<file path="src/rtl/b64_pkg.sv">
`timescale 1ns / 1ps
// Shared types, constants and the sextet-to-ASCII mapping for the Base64 encoder.
// No dependencies; used by every module of the block.
package b64_pkg;

	// Depth of the group queue between the front and back parts.
	localparam int GroupQueueDepth = 2;

	// ASCII '=' used to pad a short final group.
	localparam logic [7:0] PAD_CHAR = 8'h3D;

	// Mask for one six-bit sextet.
	localparam logic [5:0] SEXTET_MASK = 6'h3F;

	// Number of message bytes carried in a group.
	localparam logic [1:0] GROUP_ONE_BYTE = 2'd1;
	localparam logic [1:0] GROUP_TWO_BYTES = 2'd2;
	localparam logic [1:0] GROUP_FULL = 2'd3;

	// One raw message byte with its end-of-message flag.
	typedef struct packed {
		logic [7:0] data_byte;
		logic       last_byte;
	} byte_item_t;

	// One encoded character with its end-of-message flag.
	typedef struct packed {
		logic [7:0] out_char;
		logic       last_char;
	} char_item_t;

	// A zero-filled 24-bit group ready for encoding.
	typedef struct packed {
		logic [23:0] bits;
		logic [1:0]  nbytes;
		logic        last;
	} group_t;

	// Map a sextet onto the standard alphabet: A-Z, a-z, 0-9, '+', '/'.
	function automatic logic [7:0] sextet_char(input logic [5:0] sextet);
		logic [7:0] v;
		logic [7:0] c;
		v = {2'b00, sextet & SEXTET_MASK};
		if (v < 8'd26) begin
			c = 8'h41 + v;
		end else if (v < 8'd52) begin
			c = 8'h47 + v;
		end else if (v < 8'd62) begin
			c = v - 8'd4;
		end else if (v == 8'd62) begin
			c = 8'h2B;
		end else begin
			c = 8'h2F;
		end
		return c;
	endfunction

endpackage

</file>
<file path="src/rtl/b64_front.sv">
`timescale 1ns / 1ps
// Front part: accepts message bytes, gathers them into three-byte groups and
// pushes each finished group into the queue. Depends on b64_pkg.
module b64_front (
	input  logic                clk,
	input  logic                arst_n,
	input  logic                byte_valid,
	output logic                byte_stall,
	input  b64_pkg::byte_item_t byte_item,
	output logic                q_push,
	output b64_pkg::group_t     q_wr,
	input  logic                q_ready
);

	logic [1:0]  pending_count_q;
	logic [15:0] pending_bytes_q;
	logic        accept;
	logic        emit;

	// Hold off new bytes while the queue has no room.
	assign byte_stall = !q_ready;
	assign accept = byte_valid && !byte_stall;

	// A group leaves when it is complete or when the message ends.
	// A count above two cannot occur; it is handled as two.
	assign emit = pending_count_q[1] || byte_item.last_byte;
	assign q_push = accept && emit;

	// Build the zero-filled group from the waiting bytes and the new one.
	always_comb begin
		q_wr.last = byte_item.last_byte;
		if (pending_count_q[1]) begin
			q_wr.bits = {pending_bytes_q, byte_item.data_byte};
			q_wr.nbytes = b64_pkg::GROUP_FULL;
		end else if (pending_count_q[0]) begin
			q_wr.bits = {pending_bytes_q[7:0], byte_item.data_byte, 8'h00};
			q_wr.nbytes = b64_pkg::GROUP_TWO_BYTES;
		end else begin
			q_wr.bits = {byte_item.data_byte, 16'h0000};
			q_wr.nbytes = b64_pkg::GROUP_ONE_BYTE;
		end
	end

	// Pending byte storage; cleared whenever a group leaves.
	always_ff @(posedge clk or negedge arst_n) begin
		if (!arst_n) begin
			pending_count_q <= 2'd0;
			pending_bytes_q <= 16'h0000;
		end else if (accept) begin
			if (emit) begin
				pending_count_q <= 2'd0;
				pending_bytes_q <= 16'h0000;
			end else begin
				pending_count_q <= pending_count_q + 2'd1;
				pending_bytes_q <= {pending_bytes_q[7:0], byte_item.data_byte};
			end
		end
	end

endmodule

</file>
<file path="src/rtl/b64_queue.sv">
`timescale 1ns / 1ps
// Short first-in first-out queue of groups between the front and back parts.
// Depends on b64_pkg for the group type.
module b64_queue #(
	parameter int DEPTH = b64_pkg::GroupQueueDepth
) (
	input  logic            clk,
	input  logic            arst_n,
	input  logic            push,
	input  b64_pkg::group_t wr_data,
	output logic            ready,
	input  logic            pop,
	output b64_pkg::group_t rd_data,
	output logic            valid
);

	localparam int PTR_W = (DEPTH > 1) ? $clog2(DEPTH) : 1;
	localparam int CNT_W = $clog2(DEPTH + 1);

	b64_pkg::group_t   mem_q [DEPTH];
	logic [PTR_W-1:0]  wr_ptr_q;
	logic [PTR_W-1:0]  rd_ptr_q;
	logic [CNT_W-1:0]  level_q;
	logic              do_push;
	logic              do_pop;

	assign ready = (level_q != CNT_W'(DEPTH));
	assign valid = (level_q != '0);
	assign do_push = push && ready;
	assign do_pop = pop && valid;
	assign rd_data = mem_q[rd_ptr_q];

	// Entry storage.
	always_ff @(posedge clk) begin
		if (do_push) begin
			mem_q[wr_ptr_q] <= wr_data;
		end
	end

	// Pointers and fill level.
	always_ff @(posedge clk or negedge arst_n) begin
		if (!arst_n) begin
			wr_ptr_q <= '0;
			rd_ptr_q <= '0;
			level_q <= '0;
		end else begin
			if (do_push) begin
				wr_ptr_q <= (wr_ptr_q == PTR_W'(DEPTH - 1)) ? '0 : wr_ptr_q + 1'b1;
			end
			if (do_pop) begin
				rd_ptr_q <= (rd_ptr_q == PTR_W'(DEPTH - 1)) ? '0 : rd_ptr_q + 1'b1;
			end
			if (do_push && !do_pop) begin
				level_q <= level_q + 1'b1;
			end else if (do_pop && !do_push) begin
				level_q <= level_q - 1'b1;
			end
		end
	end

endmodule

</file>
<file path="src/rtl/b64_back.sv">
`timescale 1ns / 1ps
// Back part: takes one group at a time from the queue and sends its four
// characters registered, one per cycle while not stalled. Depends on b64_pkg.
module b64_back (
	input  logic                clk,
	input  logic                arst_n,
	input  logic                q_valid,
	input  b64_pkg::group_t     q_rd,
	output logic                q_pop,
	output logic                char_valid,
	input  logic                char_stall,
	output b64_pkg::char_item_t char_item
);

	localparam logic [1:0] LAST_SEXTET = 2'd3;

	b64_pkg::group_t     grp_q;
	logic                busy_q;
	logic [1:0]          char_idx_q;
	logic                out_valid_q;
	b64_pkg::char_item_t out_q;
	logic                adv;
	logic                finishing;
	logic [7:0]          cur_char;

	// The output register can take a new character when empty or being drained.
	assign adv = !out_valid_q || !char_stall;
	assign finishing = busy_q && adv && (char_idx_q == LAST_SEXTET);
	assign q_pop = q_valid && (!busy_q || finishing);

	assign char_valid = out_valid_q;
	assign char_item = out_q;

	// Select the character for the current sextet, padding short groups.
	always_comb begin
		case (char_idx_q)
			2'd0: cur_char = b64_pkg::sextet_char(grp_q.bits[23:18]);
			2'd1: cur_char = b64_pkg::sextet_char(grp_q.bits[17:12]);
			2'd2: cur_char = (grp_q.nbytes == b64_pkg::GROUP_ONE_BYTE) ?
				b64_pkg::PAD_CHAR : b64_pkg::sextet_char(grp_q.bits[11:6]);
			2'd3: cur_char = (grp_q.nbytes == b64_pkg::GROUP_FULL) ?
				b64_pkg::sextet_char(grp_q.bits[5:0]) : b64_pkg::PAD_CHAR;
			default: cur_char = b64_pkg::PAD_CHAR;
		endcase
	end

	// Group and output payload registers.
	always_ff @(posedge clk) begin
		if (q_pop) begin
			grp_q <= q_rd;
		end
		if (busy_q && adv) begin
			out_q.out_char <= cur_char;
			out_q.last_char <= grp_q.last && (char_idx_q == LAST_SEXTET);
		end
	end

	// Sequencer control: busy flag, sextet index and output valid.
	always_ff @(posedge clk or negedge arst_n) begin
		if (!arst_n) begin
			busy_q <= 1'b0;
			char_idx_q <= 2'd0;
			out_valid_q <= 1'b0;
		end else begin
			if (adv) begin
				out_valid_q <= busy_q;
			end
			if (busy_q && adv) begin
				char_idx_q <= char_idx_q + 2'd1;
			end
			if (q_pop) begin
				busy_q <= 1'b1;
			end else if (finishing) begin
				busy_q <= 1'b0;
			end
		end
	end

endmodule

</file>
<file path="src/rtl/base64_stream_encoder.sv">
`timescale 1ns / 1ps
// Base64 stream encoder, top level. The first character of a group passes through
// the queue entry, the group register and the output register after the byte that
// completes or ends the group is accepted. The back sequencer sends one character per
// cycle while char_stall is low, four characters per group.
// Reset: arst_n clears pending bytes, queue pointers and output valid at once.
// Depends on b64_pkg, b64_front, b64_queue and b64_back.
module base64_stream_encoder #(
	parameter int QUEUE_DEPTH = b64_pkg::GroupQueueDepth
) (
	input  logic                clk,
	input  logic                arst_n,
	input  logic                byte_valid,
	output logic                byte_stall,
	input  b64_pkg::byte_item_t byte_item,
	output logic                char_valid,
	input  logic                char_stall,
	output b64_pkg::char_item_t char_item
);

	logic            q_push;
	logic            q_ready;
	logic            q_pop;
	logic            q_valid;
	b64_pkg::group_t q_wr;
	b64_pkg::group_t q_rd;

	// Byte gathering.
	b64_front u_front (
		.clk        (clk),
		.arst_n     (arst_n),
		.byte_valid (byte_valid),
		.byte_stall (byte_stall),
		.byte_item  (byte_item),
		.q_push     (q_push),
		.q_wr       (q_wr),
		.q_ready    (q_ready)
	);

	// Group queue.
	b64_queue #(
		.DEPTH (QUEUE_DEPTH)
	) u_queue (
		.clk     (clk),
		.arst_n  (arst_n),
		.push    (q_push),
		.wr_data (q_wr),
		.ready   (q_ready),
		.pop     (q_pop),
		.rd_data (q_rd),
		.valid   (q_valid)
	);

	// Character sequencing.
	b64_back u_back (
		.clk        (clk),
		.arst_n     (arst_n),
		.q_valid    (q_valid),
		.q_rd       (q_rd),
		.q_pop      (q_pop),
		.char_valid (char_valid),
		.char_stall (char_stall),
		.char_item  (char_item)
	);

	// The front never pushes a group into a full queue.
	a_push_has_room: assert property (@(posedge clk) disable iff (!arst_n)
		q_push |-> q_ready)
		else $error("group pushed into full queue");

	// The back never pops an empty queue.
	a_pop_has_data: assert property (@(posedge clk) disable iff (!arst_n)
		q_pop |-> q_valid)
		else $error("group popped from empty queue");

	// Only the final group of a message may be short, and no group is empty.
	a_short_only_last: assert property (@(posedge clk) disable iff (!arst_n)
		q_push |-> ((q_wr.nbytes == b64_pkg::GROUP_FULL) ||
			(q_wr.last && (q_wr.nbytes != 2'd0))))
		else $error("short group pushed without message end");

endmodule

</file>
<file path="config.mk">
export PLATFORM = sky130hd
export DESIGN_NAME = base64_stream_encoder
export DESIGN_NICKNAME = d
export VERILOG_FILES = /design/src/rtl/b64_pkg.sv /design/src/rtl/b64_front.sv /design/src/rtl/b64_queue.sv /design/src/rtl/b64_back.sv /design/src/rtl/base64_stream_encoder.sv
export SDC_FILE = /design/constraint.sdc
export NUM_CORES = 1
export LEC_CHECK = 0
export ABC_AREA = 1
export BUFFER_PORTS_ARGS = -buffer_cell sky130_fd_sc_hd__buf_2
export CAP_MARGIN = 5
export CORE_MARGIN = 3
export CORE_UTILIZATION = 44
export DETAILED_ROUTE_END_ITERATION = 16
export PLACE_DENSITY_LB_ADDON = 0.15
export RECOVER_POWER = 25
export SLEW_MARGIN = 20
export SYNTH_ARGS = -nofsm -noshare
export SYNTH_HDL_FRONTEND = slang
export SYNTH_SLANG_ARGS = --single-unit
</file>
<file path="constraint.sdc">
create_clock -name clk -period 4.2 [get_ports clk]
set_input_delay 0.84 -clock clk [delete_from_list [all_inputs] [get_ports clk]]
set_output_delay 0.84 -clock clk [all_outputs]
set_load 0.05 [all_outputs]
</file>
==> reports/metrics.csv <==
stage;metric;value;unit
synth;Cell Area, Synth;6270;sq um
clock_tree;CTS tree;yes;
grt;first-pass GRT wire length;21900;um
power_and_ir_drop;Comb pwr share;0.422;
routing;antenna-violating nets left;0;
grt;largest net degree at the start of global routing;31;
sta;clk_skew;0.0133;ns
routing;DRT Pass-1 Iters;4;
critical_path;maximum fanout along the worst path;20;
sta;setup TNS;0;ns
sta;Max Freq;443;MHz
power_and_ir_drop;pwr dens;851;nW/um^2
power_and_ir_drop;Clock power frac;0.230;
critical_path;Crit Path Category;reg -> reg;
grt;vias in the first global route;4587;
power_and_ir_drop;Switching Fraction;0.420;
die;I/O pins;24;
die;Die Height;125;um
synth;post-synth net total;754;
sta;Final Hold Fails;0;
outcome;violated checks;max-capacitance violations, max-slew violations;
sta;unrepaired setup endpoints after global routing;no;
power_and_ir_drop;leak pwr;3.29;nW
clock_tree;CTS Buffer Depth;2;
clock_tree;H-tree Lvls;4;
layout;layout cells sized above 1;0.107;
layout;most common cell after layout, fill and taps aside;nand2_1;
layout;Final nets;787;
clock_tree;# Post-CTS Setup Buffers;0;
sta;Slew headroom;-0.0217;
layout;commonest cells after routing, fill and taps aside;nand2_1, inv_1, edfxtp_1, nand3_1, nor2_1;
synth;Post-synth ARST share;0.224;
power_and_ir_drop;Net Sw Power;2.57;mW
clock_tree;hold bufs inserted after CTS;0;
synth;Distinct cells, synth;39;
die;Starting Density;0.450;
power_and_ir_drop;Reg power frac;0.347;
synth;sequential element share of the synthesized area;0.534;
sta;Slew Viols, Final;27;
layout;area added between synthesis and finish;14.5;%
sta;slew at the pin closest to its max-slew limit;1.53;ns
routing;Routed Wire Length;12800;um
die;CORE AREA;13900;sq um
clock_tree;clk sink count;116;
routing;DR vias;4699;
die;full die area;15700;sq um
sta;Final setup violation count;0;
worst_hold_path;Hold WC Path Type;reg -> reg;
critical_path;Worst EP required;4.32;ns
clock_tree;Worst-path clk slew;0.05;ns
placed_design;port buffer count;23;
critical_path;Cell Chain, Critical Path;clkinv_1 > nand2_1 > o22ai_1;
critical_path;max incr delay on CP;0.71;ns
grt;Tot GR Track Use;0.173;
critical_path;Crit. End Element;register;
critical_path;startpoint types;register;
routing;DRT iter0 DRCs;344;
clock_tree;CTS Buf Count;17;
grt;initial antenna violation count;0;
clock_tree;Root Driver;clkbuf_16;
synth;Mean Syn Cell Area;8.84;sq um
power_and_ir_drop;Tot Pwr;6.11;mW
synth;Post-synth EDFFs;90;
routing;vias per cell;5.02;
die;placement row count;43;
flow_run;max-cap violations;1;
sta;Final Cycle Share;0.538;
power_and_ir_drop;Pint;3.55;mW
routing;Residual DRC;0;
synth;register bit total from synthesis;116;
synth;Syn. warnings;0;
synth;Gate Count Post-Synth;710;
sta;Final Critical Period;2.26;ns
placed_design;Post-DP HPWL;9490;um
critical_path;crit path DAT;2.38;ns
power_and_ir_drop;Worst IR Drop VDD;0.350;mV
critical_path;Top delay family on crit path;flip-flops;
die;Die Width;125;um
placed_design;GPL Wtd Cong;0.910;
critical_path;slowest CP cell;dfrtp_1;
clock_tree;post-cts resize count;0;
critical_path;Buf/Inv on CP;1;
synth;ys flop type;edfxtp_1;
clock_tree;clk_lat worst skew;0.41;ns
outcome;status;finished, violations left;
routing;drt wl/cell;13.7;um
layout;Antenna Cells;0;
grt;Congestion Overflow GR;0;
==> cell type report <==
class	instances	area, sq um
Inverter	111	419
Clock buffer	18	429
Sequential cell	116	3350
Clock inverter	14	163
Tap cell	180	225
Fill cell	1299	6750
Multi-Input combinational cell	470	2450
Timing Repair Buffer	27	143
==> Yosys cell counts (2+ instances only) <==
master      n  share of area
edfxtp_1   90           0.43
o22ai_1    24          0.024
clkinv_1    4         0.0024
a21oi_2     2         0.0028
clkbuf_1    6         0.0036
a21oi_1    33          0.026
nand2_2     5         0.0050
inv_2       5         0.0030
ha_1       31          0.062
buf_2       2         0.0016
nand3_2     2         0.0032
inv_1     101          0.060
nand4_1     5         0.0050
dfrtp_1    26           0.10
nor2_4      2         0.0036
o21ai_1     7         0.0056
o211ai_1    3         0.0036
nor3_1      2         0.0016
a31oi_1     2         0.0020
nand2_1   216           0.13
buf_1       3         0.0018
xnor2_1     4         0.0056
nor2_1     37          0.022
nand3_1    50          0.040
xor2_1      8          0.011
o21ai_0    27          0.022
==> per-stage QoR <==
step / hold slack (ns) / util / setup slack (ns) / area (sq um) / instances
3_3_place_gp: 0.460 / 0.473 / 1.73 / 6600 / 904
6_report: 0.488 / 0.515 / 1.94 / 7180 / 936
3_5_place_dp: 0.477 / 0.473 / 1.72 / 6600 / 904
5_1_grt: 0.521 / 0.515 / 1.72 / 7180 / 936
2_1_floorplan: 0.447 / - / 0.764 / 6270 / 710
4_1_cts: 0.455 / 0.516 / 1.96 / 7190 / 936
==> logic make-up (layout without fill, tap and decap cells) <==
family                   after synthesis  in the layout  share of synthesized area
adder cells (fa/ha/maj)               31             31                     0.0618
AO/OA/AOI/OAI                        102            102                     0.0917
AND/OR/NAND/NOR                      325            325                      0.219
XOR/XNOR                              12             12                     0.0167
flip-flops                           116            116                      0.534
buffers and inverters                124            170                     0.0762
==> power by group through the flow <==
stage / clock (mW) / combinational [mW] / sequential [mW]
2_1_floorplan: 0 / 1.85 / 2.20
3_3_place_gp: 0 / 2.56 / 2.14
3_5_place_dp: 0 / 2.58 / 2.15
4_1_cts: 1.43 / 2.59 / 2.13
5_1_grt: 1.49 / 2.96 / 2.18
6_report: 1.41 / 2.58 / 2.12
==> layer usage <==
layer	track usage	part of all wire
met2	0.281	0.47
met3	0.0436	0.039
met5	0	0
met4	0.0695	0.020
met1	0.222	0.47
==> registers in the layout, summed over array words and instances, names as in the netlist <==
| register | cells |
|---|---|
| u_back.busy_q | 1 |
| u_back.char_idx_q | 2 |
| u_back.char_item | 9 |
| u_back.char_valid | 1 |
| u_back.grp_q | 27 |
| u_front.pending_bytes_q | 16 |
| u_front.pending_count_q | 2 |
| u_queue.level_q | 2 |
| u_queue.mem_q | 54 |
| u_queue.rd_ptr_q | 1 |
| u_queue.wr_ptr_q | 1 |
==> final timing paths <==
path | startpoint | endpoint | slack, ns | depth (start not counted)
worst max-delay path | u_front.pending_count_q[1] | u_queue.mem_q[0][18] | 1.94 | 3
worst min-delay path | u_back.busy_q | u_back.char_valid | 0.49 | 2
worst max register to register | u_front.pending_count_q[1] | u_queue.mem_q[0][18] | 1.94 | 3
worst min register to register | u_back.busy_q | u_back.char_valid | 0.49 | 2
max in group asynchronous | arst_n | u_front.pending_bytes_q[0] | 2.50 | 1
min in group asynchronous | arst_n | u_back.char_idx_q[1] | 0.79 | 1
==> tightest hold or removal path: stages (launching register included) <==
cell,delay (ns)
dfrtp_1,0.34
inv_1,0.05
nand2_1,0.06
(Power assumes the default switching activity.)
